[config.mk]
export PLATFORM = sky130hd
export DESIGN_NAME = cascade_pid_position_speed
export DESIGN_NICKNAME = d
export VERILOG_FILES = /design/src/design/cpid_pkg.sv /design/src/design/cascade_pid_position_speed.sv /design/src/design/cpid_mul.sv
export SDC_FILE = /design/constraint.sdc
export NUM_CORES = 2
export LEC_CHECK = 0
export ABC_AREA = 1
export BUFFER_PORTS_ARGS = -buffer_cell sky130_fd_sc_hd__buf_4
export CELL_PAD_IN_SITES_DETAIL_PLACEMENT = 1
export CELL_PAD_IN_SITES_GLOBAL_PLACEMENT = 1
export CORE_MARGIN = 2
export CORE_UTILIZATION = 35
export CTS_BUF_LIST = sky130_fd_sc_hd__clkbuf_8
export DETAILED_ROUTE_END_ITERATION = 10
export GPL_TIMING_DRIVEN = 0
export HOLD_SLACK_MARGIN = 0.08
export PLACE_DENSITY = 0.63
export SLEW_MARGIN = 15
export SYNTH_ARGS = -nofsm -noshare
export SYNTH_HDL_FRONTEND = slang
export SYNTH_SLANG_ARGS = --single-unit
export TNS_END_PERCENT = 10
[constraint.sdc]
create_clock -name clk -period 10.2 [get_ports clk]
set_input_delay 1.02 -clock clk [delete_from_list [all_inputs] [get_ports clk]]
set_output_delay 1.02 -clock clk [all_outputs]
set_load 0.05 [all_outputs]
[src/design/cpid_pkg.sv]
`default_nettype none

package cpid_pkg;

	// Fixed-point layout: Q.12 fractions throughout the loops
	localparam int FRAC_BITS = 12;
	localparam int ACC_W     = 53;  // 17 x 36 signed product, also holds any loop total
	localparam int LIM_W     = 28;  // clamped integrals for any limit up to 32767 counts
	localparam int INTEG_W   = 48;  // inner integral saturates to this range

	typedef logic signed [ACC_W-1:0]   acc_t;
	typedef logic signed [35:0]        opnd_t;
	typedef logic signed [32:0]        err_t;
	typedef logic signed [33:0]        diff_t;
	typedef logic signed [34:0]        sum3_t;
	typedef logic signed [INTEG_W-1:0] integ_t;
	typedef logic signed [LIM_W-1:0]   lim_t;
	typedef logic [15:0]               gain_t;

	// Configuration register indexes
	typedef enum logic [2:0] {
		REG_SPEED_KP   = 3'd0,
		REG_SPEED_KI   = 3'd1,
		REG_SPEED_KD   = 3'd2,
		REG_ANGLE_KP   = 3'd3,
		REG_ANGLE_KI   = 3'd4,
		REG_ANGLE_KD   = 3'd5,
		REG_CASCADE    = 3'd6,
		REG_ERR_THRESH = 3'd7
	} reg_idx_t;

	// Request to the shared multiplier
	typedef struct packed {
		logic  en;
		gain_t gain;
		opnd_t opnd;
	} mul_req_t;

	localparam acc_t INTEG_MAX = acc_t'(48'sh7FFF_FFFF_FFFF);
	localparam acc_t INTEG_MIN = acc_t'(48'sh8000_0000_0000);
	localparam acc_t FRAC_MASK = acc_t'(12'hFFF);
	localparam acc_t QTR_MASK  = acc_t'(2'h3);

	// Symmetric clamp to +-lim, lim non-negative
	function automatic acc_t clamp_acc(input acc_t v, input acc_t lim);
		acc_t r;
		r = v;
		if (v > lim)
			r = lim;
		else if (v < -lim)
			r = -lim;
		return r;
	endfunction

	// Drop the fraction, rounding toward zero
	function automatic acc_t trunc_frac(input acc_t v);
		acc_t t;
		t = v + (v[ACC_W-1] ? FRAC_MASK : '0);
		return t >>> FRAC_BITS;
	endfunction

	// Divide by four, rounding toward zero
	function automatic acc_t quarter(input acc_t v);
		acc_t t;
		t = v + (v[ACC_W-1] ? QTR_MASK : '0);
		return t >>> 2;
	endfunction

	// Saturate to the 48-bit signed range
	function automatic integ_t sat_integ(input acc_t v);
		acc_t r;
		r = v;
		if (v > INTEG_MAX)
			r = INTEG_MAX;
		else if (v < INTEG_MIN)
			r = INTEG_MIN;
		return r[INTEG_W-1:0];
	endfunction

endpackage

`default_nettype wire

[src/design/cascade_pid_position_speed.sv]
`default_nettype none

// Cascaded position/speed PID controller, one control tick per input transaction.
// Input channel (in_valid/in_stall) carries setpoint, position_feedback and
// speed_feedback; output channel (out_valid/out_stall) returns drive and
// outer_output. Gains, mode and error threshold are written on the cfg port;
// the user must write them only while the block is idle; the block itself does not enforce this.
// A tick runs through the outer states O0 to O6 (cascade mode only), then the inner
// states I0 to I4 and DONE before out_valid rises. A new transaction is taken
// only once the sequencer is back in idle, so ticks do not overlap. The pace is
// set by the single shared multiplier, used three times per loop, and the
// add/clamp step that follows each product.
// in_stall is high while a tick is being computed. A finished result sits in
// the output register; the next tick can be accepted meanwhile, and if its
// result is ready before the old one is taken, the sequencer holds it until
// out_stall drops.
// Reset restores the default gains and mode and clears all loop state.
module cascade_pid_position_speed #(
	parameter int SPEED_I_LIMIT   = 5000,
	parameter int SPEED_OUT_LIMIT = 16384,
	parameter int ANGLE_I_LIMIT   = 1000,
	parameter int ANGLE_OUT_LIMIT = 10000,
	parameter int ANGLE_P_LIMIT   = 8000,
	parameter int ANGLE_D_LIMIT   = 1000
) (
	input  wire logic               clk,
	input  wire logic               arst_n,
	input  wire logic               in_valid,
	output logic                    in_stall,
	input  wire logic signed [31:0] setpoint,
	input  wire logic signed [31:0] position_feedback,
	input  wire logic signed [15:0] speed_feedback,
	output logic                    out_valid,
	input  wire logic               out_stall,
	output logic signed [15:0]      drive,
	output logic signed [31:0]      outer_output,
	input  wire logic               cfg_we,
	input  wire logic [2:0]         cfg_index,
	input  wire logic [31:0]        cfg_data
);

	localparam cpid_pkg::acc_t SPD_I_LIM = cpid_pkg::acc_t'(SPEED_I_LIMIT) <<< cpid_pkg::FRAC_BITS;
	localparam cpid_pkg::acc_t SPD_O_LIM = cpid_pkg::acc_t'(SPEED_OUT_LIMIT) <<< cpid_pkg::FRAC_BITS;
	localparam cpid_pkg::acc_t ANG_I_LIM = cpid_pkg::acc_t'(ANGLE_I_LIMIT) <<< cpid_pkg::FRAC_BITS;
	localparam cpid_pkg::acc_t ANG_O_LIM = cpid_pkg::acc_t'(ANGLE_OUT_LIMIT) <<< cpid_pkg::FRAC_BITS;
	localparam cpid_pkg::acc_t ANG_P_LIM = cpid_pkg::acc_t'(ANGLE_P_LIMIT) <<< cpid_pkg::FRAC_BITS;
	localparam cpid_pkg::acc_t ANG_D_LIM = cpid_pkg::acc_t'(ANGLE_D_LIMIT) <<< cpid_pkg::FRAC_BITS;

	typedef enum logic [3:0] {
		ST_IDLE,
		ST_O0, ST_O1, ST_O2, ST_O3, ST_O4, ST_O5, ST_O6,
		ST_I0, ST_I1, ST_I2, ST_I3, ST_I4,
		ST_DONE
	} state_t;

	state_t state_q;

	// Configuration registers
	cpid_pkg::gain_t    speed_kp_q, speed_ki_q, speed_kd_q;
	cpid_pkg::gain_t    angle_kp_q, angle_ki_q, angle_kd_q;
	logic               cascade_q;
	logic signed [31:0] err_thresh_q;

	// Loop state carried between ticks
	cpid_pkg::err_t   ile_q;
	cpid_pkg::integ_t ii_q;
	cpid_pkg::err_t   oerr_q, olerr_q;
	cpid_pkg::lim_t   oint_q;

	// Working registers for one tick
	logic signed [31:0] sp_q, pos_q;
	logic signed [15:0] spd_q;
	cpid_pkg::err_t     eo_q, ei_q;
	cpid_pkg::diff_t    dlt_q, dli_q;
	cpid_pkg::sum3_t    osum_q;
	cpid_pkg::lim_t     icl_q;
	logic               hit_q;
	cpid_pkg::acc_t     acc_q;
	logic signed [31:0] outer_q;
	logic signed [15:0] drive_q;
	logic signed [31:0] outer_output_q;
	logic               out_valid_q;

	cpid_pkg::mul_req_t mul_req;
	cpid_pkg::acc_t     prod_q;

	cpid_pkg::acc_t ilim, olim;
	cpid_pkg::acc_t oint_nxt, icl_nxt, outer_nxt, drive_nxt;
	cpid_pkg::err_t tgt;
	logic           in_acc, out_free;

	assign in_acc   = in_valid && !in_stall;
	assign out_free = !out_valid_q || !out_stall;

	assign in_stall     = (state_q != ST_IDLE);
	assign out_valid    = out_valid_q;
	assign drive        = drive_q;
	assign outer_output = outer_output_q;

	cpid_mul u_mul (
		.clk    (clk),
		.req    (mul_req),
		.prod_q (prod_q)
	);

	// Pick the multiplier operands for the current step
	always_comb begin
		mul_req = '0;
		unique case (state_q)
			ST_O1: begin
				mul_req.en   = 1'b1;
				mul_req.gain = angle_kp_q;
				mul_req.opnd = cpid_pkg::opnd_t'(eo_q);
			end
			ST_O2: begin
				mul_req.en   = 1'b1;
				mul_req.gain = angle_kd_q;
				mul_req.opnd = cpid_pkg::opnd_t'(dlt_q);
			end
			ST_O3: begin
				mul_req.en   = 1'b1;
				mul_req.gain = angle_ki_q;
				mul_req.opnd = cpid_pkg::opnd_t'(osum_q);
			end
			ST_I1: begin
				mul_req.en   = 1'b1;
				mul_req.gain = speed_kp_q;
				mul_req.opnd = cpid_pkg::opnd_t'(ei_q);
			end
			ST_I2: begin
				mul_req.en   = 1'b1;
				mul_req.gain = speed_ki_q;
				mul_req.opnd = cpid_pkg::opnd_t'(ei_q);
			end
			ST_I3: begin
				mul_req.en   = 1'b1;
				mul_req.gain = speed_kd_q;
				mul_req.opnd = cpid_pkg::opnd_t'(dli_q);
			end
			default: mul_req = '0;
		endcase
	end

	// Mode-dependent limits and per-step add/clamp results
	always_comb begin
		ilim      = cascade_q ? ANG_I_LIM : SPD_I_LIM;
		olim      = cascade_q ? ANG_O_LIM : SPD_O_LIM;
		tgt       = cascade_q ? cpid_pkg::err_t'(outer_q) : cpid_pkg::err_t'(sp_q);
		oint_nxt  = cpid_pkg::clamp_acc(cpid_pkg::acc_t'(oint_q) + cpid_pkg::quarter(prod_q),
			ANG_I_LIM);
		icl_nxt   = cpid_pkg::clamp_acc(cpid_pkg::acc_t'(ii_q), ilim);
		outer_nxt = cpid_pkg::trunc_frac(acc_q);
		drive_nxt = cpid_pkg::trunc_frac(cpid_pkg::clamp_acc(acc_q, olim));
	end

	// Sequencer, configuration, loop state and result register
	always_ff @(posedge clk or negedge arst_n) begin
		if (!arst_n) begin
			state_q        <= ST_IDLE;
			out_valid_q    <= 1'b0;
			drive_q        <= '0;
			outer_output_q <= '0;
			speed_kp_q     <= 16'd1024;
			speed_ki_q     <= 16'd0;
			speed_kd_q     <= 16'd12288;
			angle_kp_q     <= 16'd4096;
			angle_ki_q     <= 16'd41;
			angle_kd_q     <= 16'd0;
			cascade_q      <= 1'b0;
			err_thresh_q   <= 32'sh7FFF_FFFF;
			ile_q          <= '0;
			ii_q           <= '0;
			oerr_q         <= '0;
			olerr_q        <= '0;
			oint_q         <= '0;
		end else begin
			// Register writes
			if (cfg_we) begin
				unique case (cpid_pkg::reg_idx_t'(cfg_index))
					cpid_pkg::REG_SPEED_KP:   speed_kp_q   <= cfg_data[15:0];
					cpid_pkg::REG_SPEED_KI:   speed_ki_q   <= cfg_data[15:0];
					cpid_pkg::REG_SPEED_KD:   speed_kd_q   <= cfg_data[15:0];
					cpid_pkg::REG_ANGLE_KP:   angle_kp_q   <= cfg_data[15:0];
					cpid_pkg::REG_ANGLE_KI:   angle_ki_q   <= cfg_data[15:0];
					cpid_pkg::REG_ANGLE_KD:   angle_kd_q   <= cfg_data[15:0];
					cpid_pkg::REG_CASCADE:    cascade_q    <= cfg_data[0];
					cpid_pkg::REG_ERR_THRESH: err_thresh_q <= cfg_data;
				endcase
			end

			// Drop the result once taken, unless a new one replaces it
			if (out_valid_q && !out_stall && state_q != ST_DONE)
				out_valid_q <= 1'b0;

			unique case (state_q)
				ST_IDLE: begin
					if (in_acc)
						state_q <= cascade_q ? ST_O0 : ST_I0;
				end
				ST_O0: state_q <= ST_O1;
				ST_O1: state_q <= ST_O2;
				ST_O2: state_q <= ST_O3;
				ST_O3: state_q <= ST_O4;
				ST_O4: begin
					oint_q  <= oint_nxt[cpid_pkg::LIM_W-1:0];
					state_q <= ST_O5;
				end
				ST_O5: begin
					// Shift the outer error history
					olerr_q <= oerr_q;
					oerr_q  <= eo_q;
					state_q <= ST_O6;
				end
				ST_O6: state_q <= ST_I0;
				ST_I0: state_q <= ST_I1;
				ST_I1: state_q <= ST_I2;
				ST_I2: state_q <= ST_I3;
				ST_I3: begin
					ii_q    <= hit_q ? '0 : cpid_pkg::sat_integ(cpid_pkg::acc_t'(icl_q) + prod_q);
					state_q <= ST_I4;
				end
				ST_I4: begin
					ile_q   <= ei_q;
					state_q <= ST_DONE;
				end
				ST_DONE: begin
					// Hold until the output register is free
					if (out_free) begin
						out_valid_q    <= 1'b1;
						drive_q        <= drive_nxt[15:0];
						outer_output_q <= cascade_q ? outer_q : '0;
						state_q        <= ST_IDLE;
					end
				end
				default: state_q <= ST_IDLE;
			endcase
		end
	end

	// Datapath registers of the current tick
	always_ff @(posedge clk) begin
		case (state_q)
			ST_IDLE: begin
				if (in_acc) begin
					sp_q  <= setpoint;
					pos_q <= position_feedback;
					spd_q <= speed_feedback;
				end
			end
			ST_O0: begin
				eo_q  <= cpid_pkg::err_t'(sp_q) - cpid_pkg::err_t'(pos_q);
				dlt_q <= cpid_pkg::diff_t'(oerr_q) - cpid_pkg::diff_t'(olerr_q);
			end
			ST_O1: begin
				osum_q <= cpid_pkg::sum3_t'(eo_q) + cpid_pkg::sum3_t'(oerr_q)
					+ cpid_pkg::sum3_t'(olerr_q);
			end
			ST_O2: acc_q <= cpid_pkg::clamp_acc(prod_q, ANG_P_LIM);
			ST_O3: acc_q <= acc_q + cpid_pkg::clamp_acc(prod_q, ANG_D_LIM);
			ST_O5: acc_q <= acc_q + cpid_pkg::acc_t'(oint_q);
			ST_O6: outer_q <= outer_nxt[31:0];
			ST_I0: ei_q <= tgt - cpid_pkg::err_t'(spd_q);
			ST_I1: begin
				dli_q <= cpid_pkg::diff_t'(ei_q) - cpid_pkg::diff_t'(ile_q);
				hit_q <= (ei_q >= cpid_pkg::err_t'(err_thresh_q));
				icl_q <= icl_nxt[cpid_pkg::LIM_W-1:0];
			end
			ST_I2: acc_q <= hit_q ? (prod_q >>> 1) : prod_q;
			ST_I4: acc_q <= acc_q + prod_q + cpid_pkg::acc_t'(ii_q);
			default: ;
		endcase
	end

endmodule

`default_nettype wire

[src/design/cpid_mul.sv]
`default_nettype none

// Shared gain multiplier: unsigned Q4.12 gain times signed operand, product registered
module cpid_mul (
	input  wire logic               clk,
	input  wire cpid_pkg::mul_req_t req,
	output cpid_pkg::acc_t          prod_q
);

	logic signed [16:0] gain_s;
	cpid_pkg::acc_t     prod;

	// Zero-extend the gain so the product stays signed
	assign gain_s = $signed({1'b0, req.gain});
	assign prod   = cpid_pkg::acc_t'(gain_s) * cpid_pkg::acc_t'(req.opnd);

	// Capture only on issued requests, hold otherwise
	always_ff @(posedge clk) begin
		if (req.en)
			prod_q <= prod;
	end

endmodule

`default_nettype wire

==> results.toml <==
[run_status]
outcome = "completed"

[clock_tree]
cts.root.buffer_cell = "clkbuf_8"
cts_buffer_depth = 3
clk-insertion-delay-late_ns = 0.92
cts_h_tree_depth = 4
cts_tree = "done"
clock_sink_count = 773
tritoncts_buffer_count = 147
clk_transition_reported_paths_ns = 0.06

[die]
io_pins = 170
dieHeight_um = 485
placementRows = 176
start_util = 0.352
total_die_area_um2 = 235000
coreArea_um2 = 230000
die_width_um = 485

[routing]
route.detailed.wl_per_inst_um = 26.5
dr_total_vias = 76500
first_iter_violations = 5716
route.final.wire_length_mm = 378
route.detailed.vias_per_inst = 5.38
first_pass_iteration_count_of_the_detailed_router = 6
drc = 0
detail-route-antenna-nets = 0

[critical_path]
crit_path_top_delay_cell = "fa_1"
cp_common_cell = "fa_1"
worst-path-max-fanout = 10
setup.reg_to_reg.worst_slack_ns = 0.43
r2r_end = "u_mul.prod_q[48]"
timing.critical_path.from = "state_q[0]"
path_class = "reg -> reg"
cp-start-kind = "flop"
timing.critical_path.slowest_cell_delay_ns = 0.70
worstSetupEndpointType = "flop"
cp_data_arrival_time_ns = 10.38
cp.required_ns = 10.81
ff2ff_path_depth = 29
worst_r2r_startpoint = "state_q[0]"
crit_end = "u_mul.prod_q[48]"

[yosys]
synth_area_per_cell_um2 = 7.53
sequential_to_total_area_share_from_yosys_stat = 0.266
yosysMostFrequentCell = "nand2_1"
syn-instance-count = 10700
synth_flop_cell = "edfxtp_1"
synth_top_cells_by_count = "nand2_1 (2,878), inv_1 (1,935), nor2_1 (708), a21oi_1 (699), o21ai_0 (694)"
ys_types = 67
ys_seq_elements = 773
netlist_area_um2 = 80900
post_synth_edffs = 416
synth_largest_area_cell = "fa_1"
synth_nets = 12100
yosys-top-cells-area = "fa_1 (16%), edfxtp_1 (15%), nand2_1 (13%)"
yosys.area.top_type_share = 0.156
synth_async_reset_ratio = 0.462
synth.yosys.warnings = 0

[sta]
hold_ws_ns = 0.275
worst_slew_pin_slew_ns = 1.28
final-hold-violation-count = 0
maxSlewHeadroom = 0.148
finalClockSkew_ns = 0.0614
timing.fmax_ghz = 0.102
setup_viol_count_final = 0
grt_setup_unrepaired = "no"
period_share = 0.958
timing.final.max_slew_violations = 0
finalWorstPathRequiredPeriod_ns = 9.77

[placed_design]
gpl.final_weighted_congestion = 0.986
numPortBuffers = 169
postPlaceCellArea_um2 = 86600
dp_hpwl_mm = 311

[global_route]
grt_pass1_wl_mm = 548
grt_antenna_before_repair = 10
grt-ovfl-total = 0
maximum_number_of_pins_on_one_net_before_global_route_repair = 97
number_of_global_route_vias_before_repair = 80700
grt.total_usage = 0.318

[flow_run]
cap_violations = 0

[min_path]
worstHoldPathType = "in -> reg"

[layout]
n_fill_cell = 28600
drive_gt1_frac = 0.0648
finish.instance_area_um2 = 89800
synthToLayoutAreaGrowth_pct = 11.0
net_count_reported_at_finish = 12400
registers in the layout, summed over array words and instances (netlist names), 28 cells and up:
signal and count:
oint_q 28, ile_q 33, pos_q 32, eo_q 33
oerr_q 33, ei_q 33, sp_q 32, osum_q 35
acc_q 53, olerr_q 33, icl_q 28, dli_q 34
outer_q 32, err_thresh_q 32, outer_output 32, u_mul.prod_q 53
ii_q 48, dlt_q 34
layer usage:
metal	vias up	track usage	part of all wire
li1	35100	-	-
met1	38500	0.416	0.43
met2	2246	0.503	0.44
met3	669	0.0515	0.060
met4	2	0.170	0.064
met5	-	0	0.000034
logic make-up after synthesis:
| logic type | after synthesis | share of synthesized area |
|---|---|---|
| AND/OR/NAND/NOR | 4380 | 0.223 |
| buffers and inverters | 2225 | 0.104 |
| AO/OA/AOI/OAI | 1812 | 0.126 |
| XOR/XNOR | 342 | 0.0371 |
| flip-flops | 773 | 0.266 |
| adder cells (fa/ha/maj) | 1199 | 0.244 |
area by class of cell:
| class | count | area (µm²) | area share |
|---|---|---|---|
| sequential | 773 | 21500 | 0.239 |
| tap | 3026 | 3790 | 0.0422 |
| timing repair buffer | 198 | 1790 | 0.0199 |
| multi-input combinational | 7733 | 51200 | 0.571 |
| buffer | 267 | 1180 | 0.0131 |
| inverter | 1958 | 7350 | 0.0819 |
| antenna | 12 | 30.0 | 0.000335 |
| clock inverter | 106 | 661 | 0.00736 |
| clock buffer | 164 | 2260 | 0.0251 |
stage by stage:
step	setup TNS [ns]	utilization	setup WS (ns)	instances
2_1_floorplan	0	-	1.08	10700
3_3_place_gp	-97.53	0.374	-3.15	13900
3_5_place_dp	-1.92	0.377	-0.548	13900
4_1_cts	0	0.390	0.0155	14200
5_1_grt	0	0.390	0.00326	14200
6_report	0	0.390	0.427	14200
how the worst min path moves through the flow:
stage                                  start  cells after the start            end  slack [ns]
after floorplan                    oerr_q[0]                      2     olerr_q[0]        0.45
after global placement         speed_ki_q[1]                      2  speed_ki_q[1]        0.47
after detailed placement            drive[2]                      2       drive[2]        0.47
after CTS                 speed_feedback[12]                      1      spd_q[12]        0.20
after global routing      speed_feedback[12]                      1      spd_q[12]        0.21
final                     speed_feedback[12]                      1      spd_q[12]        0.28
worst max-delay path, delay by kind of cell, from the launching register on:
| family | cells | cell delay [ns] |
|---|---|---|
| AO/OA/AOI/OAI | 4 | 1.22 |
| XOR/XNOR | 1 | 0.13 |
| adder cells (fa/ha/maj) | 7 | 3.62 |
| buffers and inverters | 8 | 1.82 |
| flip-flops | 1 | 0.43 |
| AND/OR/NAND/NOR | 9 | 2.18 |
cell usage in the layout, fill, tap and decap left out, types with 34 or more instances in the layout:
master and instances:
o21bai_1 34, edfxtp_1 416, clkbuf_1 162, buf_4 189, a21o_1 34, a221oi_1 46, nand3_1 328, ha_1 570
fa_1 629, nor4_1 58, dfrtp_1 319, nand2_1 2878, xor2_1 240, or2_2 41, xnor2_1 101, dfstp_2 38
a31oi_1 47, inv_1 1974, o21ai_0 692, clkbuf_2 57, a21oi_1 699, a22o_1 36, o21a_1 50, nand4_1 153
nor3_1 103, clkbuf_8 164, nor2_1 696
timing repair:
item | CTS | global route
hold buffers | 1 | 0
pin swaps | 0 | 2
hold endpoints to repair | 9 | 0
setup buffers | 0 | 5
setup endpoints to repair | 13 | 9
gates resized for setup | 37 | 83
Power is not shown: default switching activity piles up to over one toggle a cycle in this logic, so the estimate is an artifact.
